**src/rtl/tkgc_pkg.sv**
```systemverilog
// ----------------------------------------------------------------------------
// tkgc_pkg
// shared types, register codes and the speed clamp for the gesture controller
// ----------------------------------------------------------------------------
package tkgc_pkg;

  // configuration register indexes
  localparam logic [2:0] REG_DEBOUNCE   = 3'd0;
  localparam logic [2:0] REG_LONG_TICKS = 3'd1;
  localparam logic [2:0] REG_SPD_FLOOR  = 3'd2;
  localparam logic [2:0] REG_SPD_CEIL   = 3'd3;
  localparam logic [2:0] REG_SPD_INC    = 3'd4;

  // reset values
  localparam logic [3:0] DEBOUNCE_RST   = 4'd3;
  localparam logic [9:0] LONG_TICKS_RST = 10'd40;
  localparam logic [6:0] SPD_FLOOR_RST  = 7'd5;
  localparam logic [6:0] SPD_CEIL_RST   = 7'd15;
  localparam logic [3:0] SPD_INC_RST    = 4'd1;
  localparam logic [6:0] SPEED_RST      = 7'd5;

  typedef struct packed {
    logic [3:0] debounce_samples;
    logic [9:0] long_press_ticks;
    logic [6:0] spd_floor;
    logic [6:0] spd_ceil;
    logic [3:0] spd_inc;
  } cfg_t;

  // merge stage to lane control
  typedef struct packed {
    logic gesture_en;   // single-key gestures active this tick
    logic chord_start;  // chord fires this tick, cancel gestures
  } lane_ctrl_t;

  // lane to merge stage results
  typedef struct packed {
    logic fire;  // short press released this tick
    logic turn;  // long flag after this tick
  } lane_res_t;

  typedef struct packed {
    logic       motor_toggled;
    logic       speed_changed;
    logic [6:0] speed;
    logic       motor_on;
    logic       right_turn;
    logic       left_turn;
  } result_t;

  // min clamp first, then max clamp
  function automatic logic [6:0] clamp_speed(input logic signed [8:0] v,
                                             input logic [6:0] lo,
                                             input logic [6:0] hi);
    logic signed [8:0] t;
    t = v;
    if (t < $signed({2'b00, lo})) t = $signed({2'b00, lo});
    if (t > $signed({2'b00, hi})) t = $signed({2'b00, hi});
    return t[6:0];
  endfunction

endpackage

```
**src/rtl/tkgc_key_lane.sv**
```systemverilog
// ----------------------------------------------------------------------------
// tkgc_key_lane
// one key: debounce, hold counter, long flag and short press detection
// ----------------------------------------------------------------------------
module tkgc_key_lane #(
  parameter int HOLD_BITS = 10
) (
  input  logic                clk,
  input  logic                rst,
  input  logic                step,
  input  logic                raw,
  input  tkgc_pkg::cfg_t      cfg,
  input  tkgc_pkg::lane_ctrl_t ctrl,
  output logic                pressed,
  output tkgc_pkg::lane_res_t res
);
  import tkgc_pkg::*;

  localparam int CW = (HOLD_BITS > 10) ? HOLD_BITS : 10;
  localparam logic [HOLD_BITS-1:0] HOLD_MAX = {HOLD_BITS{1'b1}};

  logic                 smp_prev, smp_prev_next;
  logic                 stable, stable_next;
  logic [3:0]           eq_run, eq_run_next;
  logic                 prev_pressed;
  logic                 press_valid, press_valid_next;
  logic [HOLD_BITS-1:0] hold_count, hold_count_next;
  logic                 is_long, is_long_next;
  logic                 fire;

  // debounce
  always_comb begin
    smp_prev_next = smp_prev;
    eq_run_next   = eq_run;
    stable_next   = stable;
    if (raw == smp_prev) begin
      if (eq_run < cfg.debounce_samples) eq_run_next = eq_run + 4'd1;
    end else begin
      eq_run_next   = 4'd1;
      smp_prev_next = raw;
    end
    if (eq_run_next >= cfg.debounce_samples) stable_next = raw;
  end

  assign pressed = ~stable_next;

  // gesture
  always_comb begin
    press_valid_next = press_valid;
    hold_count_next  = hold_count;
    is_long_next     = is_long;
    fire             = 1'b0;
    if (ctrl.chord_start) begin
      press_valid_next = 1'b0;
      is_long_next     = 1'b0;
    end else if (ctrl.gesture_en) begin
      if (pressed && !prev_pressed) begin
        press_valid_next = 1'b1;
        hold_count_next  = '0;
        is_long_next     = 1'b0;
      end else if (pressed && press_valid) begin
        if (hold_count != HOLD_MAX) hold_count_next = hold_count + 1'b1;
      end
      if (pressed && !is_long_next && press_valid_next &&
          (CW'(hold_count_next) >= CW'(cfg.long_press_ticks)))
        is_long_next = 1'b1;
      if (!pressed && prev_pressed) begin
        if (is_long_next) is_long_next = 1'b0;
        else if (press_valid_next) fire = 1'b1;
        press_valid_next = 1'b0;
      end
    end
  end

  assign res.fire = fire;
  assign res.turn = is_long_next;

  always_ff @(posedge clk) begin
    if (rst) begin
      smp_prev     <= 1'b1;
      stable       <= 1'b1;
      eq_run       <= DEBOUNCE_RST;
      prev_pressed <= 1'b0;
      press_valid  <= 1'b0;
      hold_count   <= '0;
      is_long      <= 1'b0;
    end else if (step) begin
      smp_prev     <= smp_prev_next;
      stable       <= stable_next;
      eq_run       <= eq_run_next;
      prev_pressed <= pressed;
      press_valid  <= press_valid_next;
      hold_count   <= hold_count_next;
      is_long      <= is_long_next;
    end
  end

endmodule

```
**src/rtl/tkgc_merge.sv**
```systemverilog
// ----------------------------------------------------------------------------
// tkgc_merge
// combines both lanes: chord detection, motor toggle and speed stepping
// ----------------------------------------------------------------------------
module tkgc_merge (
  input  logic                 clk,
  input  logic                 rst,
  input  logic                 step,
  input  tkgc_pkg::cfg_t       cfg,
  input  logic                 left_pressed,
  input  logic                 right_pressed,
  input  tkgc_pkg::lane_res_t  left_res,
  input  tkgc_pkg::lane_res_t  right_res,
  output tkgc_pkg::lane_ctrl_t ctrl,
  output tkgc_pkg::result_t    res
);
  import tkgc_pkg::*;

  logic       chord_lock, chord_lock_next;
  logic       motor_enable, motor_enable_next;
  logic [6:0] speed_value, speed_value_next;
  logic [6:0] speed_left;
  logic       both;

  assign both             = left_pressed & right_pressed;
  assign ctrl.chord_start = both & ~chord_lock;
  assign ctrl.gesture_en  = ~both & ~chord_lock;

  always_comb begin
    chord_lock_next   = chord_lock;
    motor_enable_next = motor_enable;
    if (ctrl.chord_start) begin
      chord_lock_next   = 1'b1;
      motor_enable_next = ~motor_enable;
    end else if (chord_lock && !left_pressed && !right_pressed) begin
      chord_lock_next = 1'b0;
    end
  end

  // left steps up first, right steps down from that result
  always_comb begin
    speed_left = speed_value;
    if (left_res.fire)
      speed_left = clamp_speed($signed({2'b00, speed_value}) +
                               $signed({5'b00000, cfg.spd_inc}),
                               cfg.spd_floor, cfg.spd_ceil);
    speed_value_next = speed_left;
    if (right_res.fire)
      speed_value_next = clamp_speed($signed({2'b00, speed_left}) -
                                     $signed({5'b00000, cfg.spd_inc}),
                                     cfg.spd_floor, cfg.spd_ceil);
  end

  assign res.left_turn     = left_res.turn;
  assign res.right_turn    = right_res.turn;
  assign res.motor_on      = motor_enable_next;
  assign res.speed         = speed_value_next;
  assign res.speed_changed = left_res.fire | right_res.fire;
  assign res.motor_toggled = ctrl.chord_start;

  always_ff @(posedge clk) begin
    if (rst) begin
      chord_lock   <= 1'b0;
      motor_enable <= 1'b0;
      speed_value  <= SPEED_RST;
    end else if (step) begin
      chord_lock   <= chord_lock_next;
      motor_enable <= motor_enable_next;
      speed_value  <= speed_value_next;
    end
  end

endmodule

```
**src/rtl/two_key_gesture_controller_core.sv**
```systemverilog
// ----------------------------------------------------------------------------
// two_key_gesture_controller_core
// two-key debounce, short/long press and chord controller, one tick per item
// ----------------------------------------------------------------------------
// a result appears on m_tvalid in the cycle after its item is accepted
// throughput: one item per cycle while s_tready is high, set by the lane and merge update
// the output register frees whenever its result is taken, so s_tready only
// drops while a result waits with m_tready low
// reset: synchronous, clears config to defaults, key, chord, motor and speed state, output valid
module two_key_gesture_controller_core #(
  parameter int HOLD_BITS = 10
) (
  input  logic        clk,
  input  logic        rst,
  // input items
  input  logic        s_tvalid,
  output logic        s_tready,
  input  logic [7:0]  s_tdata,   // [0] left_raw, [1] right_raw
  // result items
  output logic        m_tvalid,
  input  logic        m_tready,
  output logic [15:0] m_tdata,   // [0] left_turn, [1] right_turn, [2] motor_on,
                                 // [9:3] speed, [10] speed_changed,
                                 // [11] motor_toggled
  // configuration writes
  input  logic        cfg_valid,
  output logic        cfg_ready,
  input  logic [2:0]  cfg_index,
  input  logic [9:0]  cfg_data
);
  import tkgc_pkg::*;

  cfg_t       cfg;
  lane_ctrl_t ctrl;
  lane_res_t  left_res, right_res;
  result_t    res, out_res;
  logic       left_pressed, right_pressed;
  logic       accept;

  // output register parts the two sides; a taken result frees it at once
  assign s_tready  = ~m_tvalid | m_tready;
  assign accept    = s_tvalid & s_tready;
  assign cfg_ready = 1'b1;

  // configuration registers, unknown indexes ignored
  always_ff @(posedge clk) begin
    if (rst) begin
      cfg.debounce_samples <= DEBOUNCE_RST;
      cfg.long_press_ticks <= LONG_TICKS_RST;
      cfg.spd_floor        <= SPD_FLOOR_RST;
      cfg.spd_ceil         <= SPD_CEIL_RST;
      cfg.spd_inc          <= SPD_INC_RST;
    end else if (cfg_valid) begin
      case (cfg_index)
        REG_DEBOUNCE:   cfg.debounce_samples <= cfg_data[3:0];
        REG_LONG_TICKS: cfg.long_press_ticks <= cfg_data;
        REG_SPD_FLOOR:  cfg.spd_floor        <= cfg_data[6:0];
        REG_SPD_CEIL:   cfg.spd_ceil         <= cfg_data[6:0];
        REG_SPD_INC:    cfg.spd_inc          <= cfg_data[3:0];
        default: ;
      endcase
    end
  end

  // one lane per key
  tkgc_key_lane #(.HOLD_BITS(HOLD_BITS)) u_left (
    .clk     (clk),
    .rst     (rst),
    .step    (accept),
    .raw     (s_tdata[0]),
    .cfg     (cfg),
    .ctrl    (ctrl),
    .pressed (left_pressed),
    .res     (left_res)
  );

  tkgc_key_lane #(.HOLD_BITS(HOLD_BITS)) u_right (
    .clk     (clk),
    .rst     (rst),
    .step    (accept),
    .raw     (s_tdata[1]),
    .cfg     (cfg),
    .ctrl    (ctrl),
    .pressed (right_pressed),
    .res     (right_res)
  );

  // chord, motor and speed from both lanes
  tkgc_merge u_merge (
    .clk           (clk),
    .rst           (rst),
    .step          (accept),
    .cfg           (cfg),
    .left_pressed  (left_pressed),
    .right_pressed (right_pressed),
    .left_res      (left_res),
    .right_res     (right_res),
    .ctrl          (ctrl),
    .res           (res)
  );

  // output register
  always_ff @(posedge clk) begin
    if (rst) begin
      m_tvalid <= 1'b0;
    end else if (accept) begin
      m_tvalid <= 1'b1;
    end else if (m_tready) begin
      m_tvalid <= 1'b0;
    end
  end

  always_ff @(posedge clk) begin
    if (accept) out_res <= res;
  end

  assign m_tdata = {4'b0000, out_res};

`ifndef SYNTH
  // an accepted item always leaves a result waiting
  a_result_follows: assert property (@(posedge clk) disable iff (rst)
    accept |=> m_tvalid)
    else $error("accepted item produced no result");

  // the motor bit flips against its stored state exactly on a chord toggle
  a_toggle_flips: assert property (@(posedge clk) disable iff (rst)
    accept |-> ((res.motor_on != u_merge.motor_enable) == ctrl.chord_start))
    else $error("motor bit does not follow the chord toggle");

  // a chord cancels both long flags
  a_chord_cancels: assert property (@(posedge clk) disable iff (rst)
    accept && ctrl.chord_start |=> !out_res.left_turn && !out_res.right_turn)
    else $error("chord left a turn flag set");

  // no short press is taken while a chord is underway
  a_no_fire_in_chord: assert property (@(posedge clk) disable iff (rst)
    !ctrl.gesture_en |-> !left_res.fire && !right_res.fire)
    else $error("short press during chord");
`endif

endmodule
```
**config.mk**
```make
export PLATFORM = sky130hd
export DESIGN_NAME = two_key_gesture_controller_core
export DESIGN_NICKNAME = d
export VERILOG_FILES = /design/src/rtl/tkgc_pkg.sv /design/src/rtl/tkgc_key_lane.sv /design/src/rtl/tkgc_merge.sv /design/src/rtl/two_key_gesture_controller_core.sv
export SDC_FILE = /design/constraint.sdc
export NUM_CORES = 1
export LEC_CHECK = 0
export BUFFER_PORTS_ARGS = -buffer_cell sky130_fd_sc_hd__buf_2
export CORE_ASPECT_RATIO = 0.6
export CORE_MARGIN = 2
export CORE_UTILIZATION = 50
export DETAILED_ROUTE_END_ITERATION = 10
export GPL_TIMING_DRIVEN = 0
export PLACE_DENSITY = 0.74
export SLEW_MARGIN = 40
export SYNTH_ARGS = -nofsm -noshare
export SYNTH_HDL_FRONTEND = slang
export SYNTH_SLANG_ARGS = --single-unit
```
**constraint.sdc**
```tcl
create_clock -name clk -period 9.2 [get_ports clk]
set_input_delay 0.46 -clock clk [delete_from_list [all_inputs] [get_ports clk]]
set_output_delay 0.46 -clock clk [all_outputs]
set_load 0.05 [all_outputs]
```
==> metrics, run 1 <==
worst-margin pin slew=0.8240 ns; Worst Hold Depth=3; Max Slew Vio Count=0; drt pass-1 iters=7; Avg WL per Cell=18.19 um; Avg Cell Area, Syn=8.147 um^2; Core Rows=32; Routed WL=19.37 mm; Final Hold Fails=0; post-synth cell types=75; slowest stage cell, crit path=fa_2; element type at the critical path start=flop; period utilization=98.60%; status=completed; # hold bufs at CTS=0; layout net count=991; Reg clk slew, reported paths=0.07 ns; Final Cell Area=7835 um^2; P&R area growth vs syn=17.71%; Achievable Freq=110.2 MHz; htree depth=3; drt initial violations=679; clock sink count=92; Worst Setup Path Type=reg2reg; Multi-input gate area=4612 um^2; Post-Synthesis Cells=817; cell mode on critical path=ha_1; max cap viols=0; IO Port Bufs=33; sequential cell area=1971 um^2; n_diodes=0; number of synthesized flops with an enable pin=12; largest net degree at the start of global routing=22; clock latency on the worst-skew pair=0.35 ns; initial antenna violation count=0; ys flop type=dfxtp_1; CP Depth=45; WP data required=9.30 ns; min Tclk post-route=9.071 ns; placed cell area=7054 um^2; DIE AREA=14,280 um^2; I/O pins=45; final number of setup-violating endpoints=0; Async S/R FF share, synth=0%; number of CTS-inserted buffers=9; commonest non-fill, non-tap cells in the layout=nand2_1 (117), dfxtp_1 (77), nor2_1 (71); hold_sp=cfg_data[7]; pre-CTS setup slack=-1.171 ns; PnR Total Power=1.534 mW; Clock Skews=0.007762 ns; Yosys warnings=0; Slew Limit Headroom=44.64%; first-pass GRT wire length=29.70 mm; CP startpoint=cfg[0]; Leak=3.380 nW; synthesized area=6656 um^2; IR drop worst, VDD=0.0001009 V; worst path bufs/invs=4; GPL Wtd Cong=0.9697; routed vias=6,316; Reg2Reg Depth=45; Seq cells post-synth=92; Hold WC Path Type=in2reg; delay-heaviest family, CP=compound AO/OA/AOI/OAI gates; Starting Density=51.47%; layout cell share with drive strength beyond 1=17.43%; fillcell total=1,132; vias in the first global route=5,412; most common cell after layout, fill and taps aside=nand2_1; Die X=153.0 um; worst r2r src=cfg[0]; CORE AREA=12,930 um^2; Root Driver=clkbuf_16; Arr. time, crit path=9.17 ns; Die Ht=93.38 um; Setup WS post-layout=0.1289 ns; Seq/Total Area, Yosys=29.47%; CP max stage delay=0.42 ns; Power per Cell Area=195.8 nW/um^2; Max clock buf depth=2; crit path max fanout=5; DR vias/cell=5.931; Setup TNS=0 ns; Overflow after GRT=0; TritonCTS clock tree=yes; number of remaining DRC errors=0; GRT Util Overall=26.76%; HPWL Detailed=14.45 mm; ANT nets after route=0; critical path endpoint category=flop; Post-Route Utilization=60.58%
-- path summary, 6_finish.rpt --
path	endpoint	slack (ns)
hold / removal	cfg[25]	0.34
setup reg to reg	m_tdata[9]	0.13
setup / recovery	m_tdata[9]	0.13
hold reg to reg	cfg[24]	0.46
-- through the flow --
stage | cells | hold slack [ns]
CTS | 1050 | 0.3337
floorplan | 820 | 0.4363
global placement | 1023 | 0.4443
detailed placement | 1023 | 0.4463
finish | 1065 | 0.3407
global route | 1065 | 0.3427
-- registers in the layout, indices dropped and copies added, names as in the netlist, 4 cells and up --
signal               count
u_right.hold_count      10
u_left.hold_count       10
u_merge.speed_value      7
u_right.eq_run           4
cfg                     32
u_left.eq_run            4
m_tdata                 12
-- Yosys cell counts (all sizes together) (12+ instances only) --
| master | instances | area, um^2 |
|---|---|---|
| a21oi | 68 | 347.8 |
| xor2 | 22 | 192.7 |
| edfxtp | 12 | 360.4 |
| nand3 | 21 | 105.1 |
| and3 | 13 | 81.33 |
| nor2 | 73 | 276.5 |
| o211ai | 15 | 112.6 |
| inv | 47 | 176.4 |
| clkbuf | 25 | 93.84 |
| mux2i | 26 | 260.3 |
| nand2b | 13 | 88.83 |
| ha | 73 | 913.4 |
| o21a | 12 | 90.09 |
| a21o | 23 | 172.7 |
| nand2 | 117 | 439.2 |
| dfxtp | 80 | 1602 |
| nor3 | 13 | 70.07 |
| o21ai | 32 | 163.9 |
-- metal layers --
layer / global-route usage (%) / part of all wire (%)
met1: 42.54 / 50
met4: 4.398 / 0.88
met3: 7.970 / 11
met5: 0 / 0
met2: 34.94 / 38
-- layout make-up --
class | instances | area share, %
plain buffers | 36 | 2.379
clock buffers | 9 | 2.874
clock inverters | 7 | 0.8464
inverters | 48 | 2.300
multi-input cells | 644 | 58.86
flip-flops and latches | 92 | 25.15
well taps | 170 | 2.715
repair buffers | 59 | 4.871
-- worst reg2reg max path, delay by kind of cell (launching register included) --
family	cells	cell delay (ns)
buffers and inverters	4	0.42
AND/OR/NAND/NOR	12	1.66
XOR/XNOR	1	0.17
AO/OA/AOI/OAI	18	3.35
flip-flops	1	0.38
multiplexers	2	0.61
adder cells (fa/ha/maj)	8	2.21
-- power by group --
part / leakage [nW] / internal [mW] / switching [mW]
Combinational: 2.47 / 0.293 / 0.417
Clock: 0.144 / 0.191 / 0.180
Sequential: 0.767 / 0.432 / 0.0221
-- kinds of logic after synthesis --
| group | count (synthesis) | share of synthesized area, % |
|---|---|---|
| other cells | 2 | 0.1128 |
| xor+xnor | 32 | 4.210 |
| compound gates | 200 | 20.30 |
| simple gates | 295 | 20.55 |
| flops | 92 | 29.47 |
| fa+ha+maj | 75 | 14.32 |
| mux | 37 | 5.827 |
| buf+inv | 84 | 5.207 |
-- what timing repair did --
action	CTS	global route
setup endpoints to repair	14	14
pin swaps	7	25
gates cloned	0	2
setup buffers	11	13
resized for setup	25	41
Power figures use the tool's default switching activity.
==> run 2, diff against run 1 <==
- ABC_AREA: unset -> 1
==> run 2 against run 1 <==
  * Total power is 0.21% lower
  * Routed wire length fell by 6.9%
  * Synthesized area decreased by 0.90%
  * Synthesized cell count increased by 14%
  * Highest routed layer unchanged
  * Clock-buffer cell count rose by 1
  * Flip-flop and latch count stayed put
  * Core utilization decreased by 2.8 points
  * Combinational power shrank 6.8%
  * Register-to-register slack better by 0.37 ns
  * Die area down 0.87%
  * Critical path type unchanged
  * Cell area down 5.2%
  * Hold slack improved by 0.067 ns
==> metrics, run 2 <==
commonest non-fill, non-tap cells in the layout=nand2_1 (171), inv_1 (153), a21oi_1 (92); I/O pins=45 (unchanged); PnR Total Power=1.531 mW (-0.21%); IR drop worst, VDD=0.0001000 V (-0.83%); max cap viols=0 (unchanged); worst r2r src=cfg[0]; CP max stage delay=0.55 ns (+0.13 ns); drt initial violations=649 (-4.4%); worst r2r dst=u_merge.speed_value[1]; layout net count=1,087 (+9.7%); period utilization=94.54% (-4.1 points); htree depth=3 (unchanged); Final Cell Area=7427 um^2 (-5.2%); number of CTS-inserted buffers=9 (unchanged); largest register by flop count=cfg; Final Hold Fails=0 (unchanged); Starting Density=51.32% (-0.15 points); Avg Cell Area, Syn=7.070 um^2 (-13%); vias in the first global route=5,384 (-0.52%); Power per Cell Area=206.1 nW/um^2 (+5.3%); GPL Wtd Cong=0.9359 (-3.5%); Arr. time, crit path=8.94 ns (-0.23 ns); number of synthesized flops with an enable pin=12 (unchanged); HPWL Detailed=14.02 mm (-3.0%); Core Rows=32 (unchanged); Achievable Freq=115.0 MHz (+4.3%); combinational power share=43.2% (-3.0 points); top cell type's share of synthesized area=24.28% (+0.22 points); Slew Limit Headroom=54.05% (+9.4 points); Async S/R FF share, synth=0% (unchanged); Yosys warnings=0 (unchanged); Root Driver=clkbuf_16; synth cell count leaders=nand2_1 (172), inv_1 (155), a21oi_1 (93), dfxtp_1 (80); n_diodes=0 (unchanged); Seq/Total Area, Yosys=29.74% (+0.27 points); drt pass-1 iters=5 (-2); # hold bufs at CTS=0 (unchanged); Overflow after GRT=0 (unchanged); Post-Synthesis Cells=933 (+14%); Max clock buf depth=2 (unchanged); final number of setup-violating endpoints=0 (unchanged); Leak=3.595 nW (+6.3%); Synth area leaders=dfxtp_1 (24%), ha_1 (14%), nand2_1 (9.8%), inv_1 (8.8%), a21oi_1 (7.1%); Max Slew Vio Count=0 (unchanged); first-pass GRT wire length=28.48 mm (-4.1%); worst-margin pin slew=0.6839 ns (-0.1401 ns); most frequent cell after synthesis=nand2_1; placed cell area=6985 um^2 (-0.98%); most common cell after layout, fill and taps aside=nand2_1; synthesized area=6596 um^2 (-0.90%); GRT Util Overall=25.48% (-1.3 points); ANT nets after route=0 (unchanged); slowest stage cell, crit path=fa_2; min Tclk post-route=8.698 ns (-0.3731 ns); WP data required=9.44 ns (+0.14 ns); initial antenna violation count=0 (unchanged); R2R setup slack=0.50 ns (+0.37 ns); clock sink count=92 (unchanged); Hold WC Path Type=in2reg; Reg clk slew, reported paths=0.07 ns (about the same); cell mode on critical path=nand2_1; Avg WL per Cell=15.53 um (-15%); largest net degree at the start of global routing=22 (unchanged); IO Port Bufs=33 (unchanged); Int Power=0.9087 mW (-0.72%); number of remaining DRC errors=0 (unchanged); DIE AREA=14,160 um^2 (-0.87%); pre-CTS setup slack=-0.6189 ns (+0.5518 ns); P&R area growth vs syn=12.59%; Clock Skews=0.007188 ns (-0.0005738 ns); routed vias=6,318 (+0.032%); CORE AREA=12,850 um^2 (-0.62%); Largest register FFs=32 (unchanged); Synth area leader=dfxtp_1; hold_sp=cfg_index[2]; crit path max fanout=10 (+5); register share of total power=30.7% (+1.1 points); DR vias/cell=5.442 (-8.2%); layout cell share with drive strength beyond 1=11.91% (-5.5 points); Seq cells post-synth=92 (unchanged); Worst Setup Path Type=reg2reg; Die Ht=92.97 um (-0.43%); Clock power frac=26.1% (+1.9 points); critical path endpoint category=flop; Worst Hold Depth=3 (unchanged); WHS=0.4077 ns (+0.06699 ns); clock latency on the worst-skew pair=0.34 ns (about the same); Reg2Reg Depth=57 (+27%); element type at the critical path start=flop; Setup WS post-layout=0.5020 ns (+0.3731 ns); ys flop type=dfxtp_1; Psw=0.6223 mW (+0.53%); post-synth cell types=53 (-29%); Worst Hold Endpoint=cfg[0]; Die X=152.3 um (-0.44%); Routed WL=18.03 mm (-6.9%); status=completed; TritonCTS clock tree=yes; switching fraction of total power=40.65% (+0.30 points)
-- run 2: logic make-up (layout without fill, tap and decap cells) --
group / Yosys count / after routing / synth area share [%]
buf+inv: 184 / 239 / 11.17
simple gates: 337 / 337 / 23.14
compound gates: 225 / 225 / 18.85
fa+ha+maj: 75 / 75 / 14.45
xor+xnor: 17 / 17 / 2.371
flops: 92 / 92 / 29.74
other cells: 2 / 5 / 0.1139
mux: 1 / 1 / 0.1518
-- run 2: critical path: cells and delay by family (launching register included) --
kind / cells / cell delay, ns
flip-flops: 1 / 0.36
AND/OR/NAND/NOR: 20 / 1.69
XOR/XNOR: 1 / 0.24
AO/OA/AOI/OAI: 17 / 2.57
adder cells (fa/ha/maj): 9 / 2.81
buffers and inverters: 10 / 0.90
-- run 2: what timing repair did --
| item | in CTS | in global routing |
|---|---|---|
| buffers inserted | 0 | 6 |
| pin swaps | 0 | 10 |
| endpoints found under the setup margin | 14 | 14 |
| gates resized for setup | 8 | 17 |
-- run 2: worst max-delay path by stage --
stage / cells after the start / slack [ns] / start / endpoint
final: 57 / 0.50 / cfg[0] / u_merge.speed_value[1]
after global routing: 56 / -0.04 / cfg[0] / u_merge.speed_value[1]
after CTS: 55 / 0.06 / cfg[0] / u_merge.speed_value[1]
after detailed placement: 55 / -0.62 / cfg[0] / u_merge.speed_value[1]
after global placement: 55 / -0.63 / cfg[0] / u_merge.speed_value[1]
after floorplan: 55 / 1.30 / cfg[0] / u_merge.speed_value[1]
-- run 2: layout make-up --
class	count	area [um^2]
inverter	160	610.6
sequential	92	1966
clock inverter	6	88.84
multi-input combinational	660	3976
timing repair buffer	39	210.2
buffer	24	133.9
tap	170	212.7
clock buffer	10	229.0
fill	1214	5425
-- run 2: through the flow --
stage          utilization, %  setup TNS (ns)  std cells
2_1_floorplan               -               0        936
3_3_place_gp            54.35          -6.006       1139
3_5_place_dp            54.35          -6.120       1139
4_1_cts                 57.04               0       1155
5_1_grt                 57.79        -0.03853       1161
6_report                57.79               0       1161
-- run 2: power groups by stage --
| stage | Clock, mW | Combinational [mW] | Sequential, mW |
|---|---|---|---|
| after global routing | 0.420 | 0.735 | 0.475 |
| after global placement | 0 | 0.581 | 0.478 |
| after detailed placement | 0 | 0.591 | 0.478 |
| after CTS | 0.404 | 0.605 | 0.470 |
| after floorplan | 0 | 0.427 | 0.496 |
| final | 0.399 | 0.661 | 0.471 |
-- run 2: routing by layer --
layer	GRT usage, %	vias to the layer above	part of all wire (%)
met3	6.441	12	13
met2	32.96	279	36
li1	-	3193	-
met5	0	-	0
met1	41.57	2834	51
met4	3.972	0	0.50
